`config.mk`:
```
export PLATFORM = sky130hd
export DESIGN_NAME = swod_shaper
export DESIGN_NICKNAME = d
export VERILOG_FILES = /design/src/swod_pkg.sv /design/src/swod_shaper.sv
export SDC_FILE = /design/constraint.sdc
export NUM_CORES = 2
export LEC_CHECK = 0
export ABC_AREA = 1
export BUFFER_PORTS_ARGS = -buffer_cell sky130_fd_sc_hd__buf_2
export CAP_MARGIN = 20
export CORE_ASPECT_RATIO = 0.5
export CORE_UTILIZATION = 38
export DETAILED_ROUTE_END_ITERATION = 6
export GPL_ROUTABILITY_DRIVEN = 0
export GPL_TIMING_DRIVEN = 0
export SLEW_MARGIN = 20
export SYNTH_ARGS = -nofsm -noshare
export SYNTH_HDL_FRONTEND = slang
export SYNTH_SLANG_ARGS = --single-unit
export TNS_END_PERCENT = 5
```
`constraint.sdc`:
```
create_clock -name clock -period 5.3 [get_ports clock]
set_input_delay 0 -clock clock [delete_from_list [all_inputs] [get_ports clock]]
set_output_delay 0 -clock clock [all_outputs]
set_load 0.02 [all_outputs]
```
`src/swod_pkg.sv`:
```
package swod_pkg;

   // Sample format
   localparam int SAMPLE_BITS = 16;
   localparam int FRAC_BITS   = SAMPLE_BITS - 1;

   // Drive table
   localparam int NUM_DRIVE_LEVELS = 10;
   localparam int ROM_DEPTH        = 16;
   localparam int DRIVE_BITS       = 4;
   localparam int K_BITS           = 23;
   localparam int K_FRAC_BITS      = 8;

   // Datapath widths
   localparam int PROD_BITS = K_BITS + SAMPLE_BITS;
   localparam int DEN_BITS  = PROD_BITS + 1;
   localparam int REM_BITS  = DEN_BITS + 1;
   localparam int DIV_STEPS = SAMPLE_BITS;

   // Pipeline stage map
   localparam int ST_MAG     = 0;
   localparam int ST_PROD    = 1;
   localparam int ST_DIVIN   = 2;
   localparam int DIV_FIRST  = 3;
   localparam int ST_OUT     = DIV_FIRST + DIV_STEPS;
   localparam int NUM_STAGES = ST_OUT + 1;

   localparam logic [DEN_BITS-1:0]  DEN_ONE = DEN_BITS'(1) << (K_FRAC_BITS + FRAC_BITS);
   localparam logic [DIV_STEPS-1:0] Q_HALF  = DIV_STEPS'(1) << FRAC_BITS;

   // Gain k in unsigned Q15.8 per drive level; spare slots repeat level 0
   localparam logic [K_BITS-1:0] GAIN_ROM [ROM_DEPTH] = '{
      23'd105, 23'd242, 23'd443, 23'd753, 23'd1269, 23'd2221, 23'd4278,
      23'd10158, 23'd41909, 23'd4233106,
      23'd105, 23'd105, 23'd105, 23'd105, 23'd105, 23'd105
   };

   typedef logic signed [SAMPLE_BITS-1:0] swod_sample_type;
   typedef logic [K_BITS-1:0]             swod_gain_type;

   typedef struct packed {
      logic [NUM_STAGES-1:0] load;
   } swod_ctrl_type;

   // Out-of-range drive levels fall back to level 0
   function automatic swod_gain_type gain_lookup(input logic [DRIVE_BITS-1:0] idx);
      swod_gain_type g;
      if (int'(idx) < NUM_DRIVE_LEVELS) begin
         g = GAIN_ROM[idx];
      end else begin
         g = GAIN_ROM[0];
      end
      return g;
   endfunction

endpackage

```
`src/swod_shaper.sv`:
```
module swod_shaper (
   input  logic                    clock,
   input  swod_pkg::swod_ctrl_type ctrl,
   input  swod_pkg::swod_gain_type gain,
   input  swod_pkg::swod_sample_type sample,
   output swod_pkg::swod_sample_type shaped
);
   import swod_pkg::*;

   logic [SAMPLE_BITS-1:0] mag_in;
   logic [SAMPLE_BITS-1:0] mag_ff;
   logic [SAMPLE_BITS-1:0] mag_prod_ff;
   logic                   neg_ff [NUM_STAGES-1];
   logic [PROD_BITS-1:0]   prod_in;
   logic [PROD_BITS-1:0]   prod_ff;
   logic [DEN_BITS-1:0]    num_in;
   logic [DEN_BITS-1:0]    den_in;
   logic [DEN_BITS-1:0]    rem_ff [DIV_STEPS];
   logic [DEN_BITS-1:0]    den_ff [DIV_STEPS];
   logic [DIV_STEPS-1:0]   quo_ff [DIV_STEPS];
   logic [DIV_STEPS-1:0]   quo_sat;
   swod_sample_type        shaped_in;
   swod_sample_type        shaped_ff;

   // Stage 0: split sign and magnitude
   assign mag_in = sample[SAMPLE_BITS-1] ? SAMPLE_BITS'($unsigned(~sample) + 1'b1)
                                         : SAMPLE_BITS'($unsigned(sample));

   always_ff @(posedge clock) begin
      if (ctrl.load[ST_MAG]) begin
         mag_ff <= mag_in;
      end
   end

   // Carry the sign along to the output stage
   always_ff @(posedge clock) begin
      if (ctrl.load[ST_MAG]) begin
         neg_ff[0] <= sample[SAMPLE_BITS-1];
      end
      for (int s = 1; s < NUM_STAGES - 1; s++) begin
         if (ctrl.load[s]) begin
            neg_ff[s] <= neg_ff[s-1];
         end
      end
   end

   // Stage 1: k * |x|
   assign prod_in = PROD_BITS'(gain) * PROD_BITS'(mag_ff);

   always_ff @(posedge clock) begin
      if (ctrl.load[ST_PROD]) begin
         prod_ff     <= prod_in;
         mag_prod_ff <= mag_ff;
      end
   end

   // Stage 2: numerator (1+k)|x| and denominator 1 + k|x|
   assign num_in = (DEN_BITS'(mag_prod_ff) << K_FRAC_BITS) + DEN_BITS'(prod_ff);
   assign den_in = DEN_ONE + DEN_BITS'(prod_ff);

   always_ff @(posedge clock) begin
      if (ctrl.load[ST_DIVIN]) begin
         rem_ff[0] <= num_in;
         den_ff[0] <= den_in;
      end
   end

   // Restoring divider, one quotient bit per stage
   for (genvar d = 0; d < DIV_STEPS; d++) begin : g_step
      logic [REM_BITS-1:0]  trial;
      logic [DIV_STEPS-1:0] quo_prev;
      logic                 take;
      logic [DEN_BITS-1:0]  rem_in;
      logic [DIV_STEPS-1:0] quo_in;

      if (d == 0) begin : g_head
         assign trial    = {1'b0, rem_ff[0]};
         assign quo_prev = '0;
      end else begin : g_body
         assign trial    = {rem_ff[d], 1'b0};
         assign quo_prev = quo_ff[d-1];
      end

      assign take   = trial >= {1'b0, den_ff[d]};
      assign rem_in = take ? DEN_BITS'(trial - {1'b0, den_ff[d]}) : DEN_BITS'(trial);
      assign quo_in = {quo_prev[DIV_STEPS-2:0], take};

      always_ff @(posedge clock) begin
         if (ctrl.load[DIV_FIRST + d]) begin
            quo_ff[d] <= quo_in;
         end
      end

      if (d < DIV_STEPS - 1) begin : g_carry
         always_ff @(posedge clock) begin
            if (ctrl.load[DIV_FIRST + d]) begin
               rem_ff[d+1] <= rem_in;
               den_ff[d+1] <= den_ff[d];
            end
         end
      end
   end

   // Output stage: saturate and restore the sign
   always_comb begin
      if (neg_ff[NUM_STAGES-2]) begin
         quo_sat   = (quo_ff[DIV_STEPS-1] > Q_HALF) ? Q_HALF : quo_ff[DIV_STEPS-1];
         shaped_in = swod_sample_type'(SAMPLE_BITS'(~quo_sat + 1'b1));
      end else begin
         quo_sat   = (quo_ff[DIV_STEPS-1] > Q_HALF - 1'b1) ? DIV_STEPS'(Q_HALF - 1'b1)
                                                           : quo_ff[DIV_STEPS-1];
         shaped_in = swod_sample_type'(SAMPLE_BITS'(quo_sat));
      end
   end

   always_ff @(posedge clock) begin
      if (ctrl.load[ST_OUT]) begin
         shaped_ff <= shaped_in;
      end
   end

   assign shaped = shaped_ff;

endmodule

```
---- Word-level counts from Yosys, hierarchy flattened ----
Memories as Yosys holds them, arrays and structs flattened.
Cells that the tools add are included.
word-level totals
  flip-flop bits (word level) ............. 87
  RAM bits ................................ 1555
  output and inout bits ................... 16
  logic and storage cells ................. 106
  memories ................................ 4
operators by class
  $add $sub $neg .......................... 19
  multipliers ............................. 1
  magnitude comparators ................... 18
  mux-type cells .......................... 57
  bitwise operators ....................... 2
memory list
  memory  words  width  read ports  clocked after Yosys merged registers in  write ports  RTL line           RTL
  den_ff  16     40     16          0                                        16           swod_shaper.sv:19  logic [DEN_BITS-1:0] den_ff [DIV_STEPS];
  rem_ff  16     40     16          0                                        16           swod_shaper.sv:18  logic [DEN_BITS-1:0] rem_ff [DIV_STEPS];
  quo_ff  16     16     16          0                                        16           swod_shaper.sv:20  logic [DIV_STEPS-1:0] quo_ff [DIV_STEPS];
  neg_ff  19     1      19          0                                        19           swod_shaper.sv:13  logic neg_ff [NUM_STAGES-1];
operators with widths
  cell                                                              count
  greater-or-equal comparator 41 x 40 -> 1 bit                      15
  2-to-1 mux 40 bit                                                 15
  subtractor 40 bit                                                 15
  2-to-1 mux 16 bit                                                 3
  adder 24 x 39 -> 40 bit                                           1
  adder 24 x 39 -> 40 bit (first input constant)                    1
  greater-or-equal comparator 40 bit                                1
  multiplier 23 x 16 -> 39 bit                                      1
  2-to-1 mux 1 bit                                                  38
  adder 16 x 1 -> 16 bit (second input constant)                    2
  NOT 16 bit                                                        2
  greater-than comparator 16 x 15 -> 1 bit (second input constant)  1
  greater-than comparator 16 bit (second input constant)            1
  2-to-1 mux 15 bit                                                 1

---- Longest topological paths before layout ----
An unclocked memory read counts as a cell.
  word-level depth ........................ 6
  mapped depth ............................ 27

---- Least setup slack after synthesis ----
No wires, ideal clock.
  path type ............................... register to register
  from .................................... reg mag_ff[6]
  to ...................................... reg prod_ff[28] (data pin)
  setup time .............................. 0.252 ns
  data arrival time ....................... 5.359 ns
  path slack .............................. -0.312 ns
  stages on the path, launching flop included .. 24
  path buffers ............................ 1
  cell sequence ........................... edfxtp_1 -> clkbuf_1 -> nand2_1 -> fa_1 -> inv_1 -> fa_1 -> inv_1 -> fa_1 -> inv_1 -> fa_1 -> fa_1 -> inv_1 -> fa_1 -> inv_1 -> ha_1 -> nand2_1 -> nor2_1 -> nand2_1 -> o21ai_0 -> nand2_1 -> nand2_1 -> nand2_1 -> nand3_1 -> nand2_1
between the ends
  word-level cells in the longest chain between the ends .. 1
ends and longest elaborated chain
  element                       RTL line           RTL
  start, declared               swod_shaper.sv:11  logic [SAMPLE_BITS-1:0] mag_ff;
  start signal, assigned        swod_shaper.sv:31  mag_ff <= mag_in;
  multiplier 23 x 16 -> 39 bit  swod_shaper.sv:48  assign prod_in = PROD_BITS'(gain) * PROD_BITS'(mag_ff);
  via prod_in[28]               swod_shaper.sv:14  logic [PROD_BITS-1:0] prod_in;
  end signal, assigned          swod_shaper.sv:52  prod_ff <= prod_in;
  end, declared                 swod_shaper.sv:15  logic [PROD_BITS-1:0] prod_ff;
The timed path passes the listed nets, and every way through them passes these cells.
A chain may end at the register's enable or synchronous reset.

---- Worst setup path in the final report ----
  from .................................... reg mag_ff[7]
  to ...................................... reg prod_ff[37] (data pin)
Same word-level chain as after synthesis.

==> metrics.yaml <==
route:
  drtPass1Iterations: 6
  vias_per_cell: 5.12
  wl_per_cell_um: 18.7
  postRouteAntennaNets: 0
  drc_errors: 0
  initialDrtViolationCount: 8408
  routed_wl_um: 341000
  vias: 93500
logic_synthesis:
  synth_fp_nets: 15000
  synth.top_cell.area_share: 0.412
  ys_warn_count: 0
  post-synth-top-area-cell: "edfxtp_1"
  yosys.area_share.simple: 0.259
  syn_area_sq_mm: 0.110
  synthMuxAreaShare: 0
  synth_top_family_by_area: "simple AND/OR/NAND/NOR gates"
  synth_fa_ha_area_frac: 0.142
  synth-xor-area-share: 0.0335
  synth_seq_cells: 1514
  ys_types: 43
  synthTopCellsByArea: "edfxtp_1 41%, nand2_1 16%, ha_1 8.6%, inv_1 7.2%, fa_1 5.6%"
  ys_seq_area_frac: 0.412
  syn-instance-count: 13900
  synth_compound_area_frac: 0.0713
  synth.avg_cell_area_sq_um: 7.94
  async_flop_share: 0
  synth-edff-count: 1514
  synth_top_flop_cell: "edfxtp_1"
sta:
  fin_hold_ws_ps: 87.5
  relSlewSlack: 0.422
  maxSlewViolCount: 0
  fin_skew_ps: 74.8
  tightest_slew_ps: 858
  hold_viol: 0
  final.setup.worst_slack_ps: -537
  finalSetupViolCount: 29
  min_period_over_period: 1.10
  period_minus_slack_ps: 5840
  setup_tns_ps: -11270
  grt_setup_unrepaired: "true"
  fmax_ghz: 0.171
floorplan:
  fp.dieH_um: 383
  fp.dieW_um: 764
  top_level_ports: 76
  dieArea_sq_mm: 0.293
  core_sq_mm: 0.288
  initial_utilization: 0.383
  num_rows: 139
placed_design:
  dp_hpwl_um: 276000
  io_buffers: 52
global_routing:
  grt_pass1_vias: 93000
  grt.overflow.total: 0
  antenna_found_initial: 5
  grt_usage: 0.229
  grt_max_degree: 83
  grt_pass1_wl_um: 520000
clock_network:
  root_buffer: "clkbuf_16"
  clock_latency_ps: 850
  clk_path_buf_depth: 4
  cts_made_buffers: 153
  clk_pin_slew_ps: 70
  h-tree-depth: 4
  cts.sinks: 1514
  tritoncts: "yes"
worst_setup_path:
  cp_max_fo: 5
  path_depth: 22
  worstPathArrival_ps: 6380
  cpMostUsedCell: "fa_1"
  required_ps: 5850
  crit_family: "adder cells"
  crit_path_cell_trace: "clkbuf_8 > buf_4 > nand2_1 > fa_1 > inv_1 > fa_1 > fa_1 > fa_1 > fa_1 > inv_1 > fa_1 > inv_1 > ha_4 > nand2_1 > nor2_1 > inv_1 > nor2_2 > nand4_1 > nand3_2 > nand3b_1 > nand3_1 > nand2_2"
  reg2reg_depth: 22
  cp_slowest_cell: "edfxtp_1"
  crit_type: "reg -> reg"
  path_buf_inv: 6
  cpPeakStageDelay_ps: 580
  crit_path_end_kind: "flip-flop"
  cp-start-kind: "flip-flop"
outcome:
  violations: "negative setup slack"
  status: "finished with violations"
final_layout:
  nNetsFinal: 15400
  synthToLayoutAreaGrowth_pct: 11.7
  nFillCells: 28600
  final_util: 0.428
  layout_commonest_cell: "nand2_1"
  layout_common_cells: "4,671 x nand2_1, 2,084 x inv_1, 1,514 x edfxtp_1, 1,264 x nor2_1, 799 x a21oi_1"
  layout-drive-gt1-share: 0.0551
hold_path:
  worst_hold_path.num_cells: 2
  hold_path.class: "in -> reg"
flow_run:
  cap_violations: 0
## layer usage
metal / up-vias / wire [um] / global-route usage
met2: 3265 / 163000 / 0.403
met1: 43600 / 138000 / 0.269
li1: 45600 / - / -
met4: 0 / 23500 / 0.135
met5: - / 0 / 0
met3: 1088 / 16900 / 0.0274
## per-stage QoR
stage / cells / instance area (sq um) / setup slack [ps]
floorplan: 13900 / 110000 / -36.9
global placement: 17800 / 116000 / -1420
detailed placement: 17800 / 116000 / -1470
CTS: 18200 / 123000 / -403
global route: 18300 / 123000 / -639
finish: 18300 / 123000 / -537
## Yosys cell counts, types with 2 or more instances
cell type / count
a211oi_1: 12
a21boi_0: 8
a21o_1: 82
a21oi_1: 819
a31oi_1: 9
and2_1: 4
and3_1: 3
buf_2: 84
buf_4: 6
buf_6: 30
clkbuf_1: 82
edfxtp_1: 1514
fa_1: 307
ha_1: 762
inv_1: 2102
inv_2: 15
nand2_1: 4707
nand2_2: 27
nand3_1: 701
nand3b_1: 121
nand4_1: 93
nor2_1: 1291
nor2_2: 39
nor3_1: 82
nor4_1: 10
nor4_2: 3
o211ai_1: 33
o21a_1: 4
o21ai_0: 457
o21ai_1: 6
o21bai_1: 34
o221ai_1: 2
o311ai_0: 3
o31ai_1: 2
o41ai_1: 3
or2_2: 2
xnor2_1: 73
xor2_1: 349
## registers in the layout, summed over array words and instances, names as in the netlist
signal	cells
quo_ff	136
mag_prod_ff	16
mag_ff	16
rem_ff	632
den_ff	640
neg_ff	19
shaped	16
prod_ff	39
## repair_timing
action,CTS,global route
pin swaps,128,47
resized for setup,219,56
hold buffers,56,0
setup endpoints to repair,31,30
endpoints found under the hold margin,1533,0
gates cloned,3,0
setup buffers,93,9
## layout make-up
class                   count  area (sq um)  share of cell area
well taps                3877          4850              0.0394
inverters                2117          7950              0.0645
flip-flops and latches   1514         45500               0.369
plain buffers             201          1390              0.0113
repair buffers            229          2170              0.0176
clock inverters            83           764             0.00621
diodes                      1          2.50           0.0000203
multi-input cells       10100         56600               0.460
clock buffers             181          3980              0.0323
## final timing paths
kind	startpoint	to	slack, ps
setup / recovery	mag_ff[7]	prod_ff[37]	-540
hold / removal	ctrl[2]	den_ff[0][39]	90
setup reg to reg	mag_ff[7]	prod_ff[37]	-540
hold reg to reg	neg_ff[12]	neg_ff[13]	410
## logic make-up (layout without fill, tap and decap cells)
kind of cell	after synthesis	after routing
other	0	1
AOI/OAI and AO/OA	1475	1475
DFF	1514	1514
buffers and inverters	2320	2811
and+or+nand+nor	7086	7086
adders and majority gates	1069	1069
xor gates and xnor gates	422	422
Power is not shown: default switching activity piles up to over one toggle a cycle in this logic, so the estimate is an artifact.
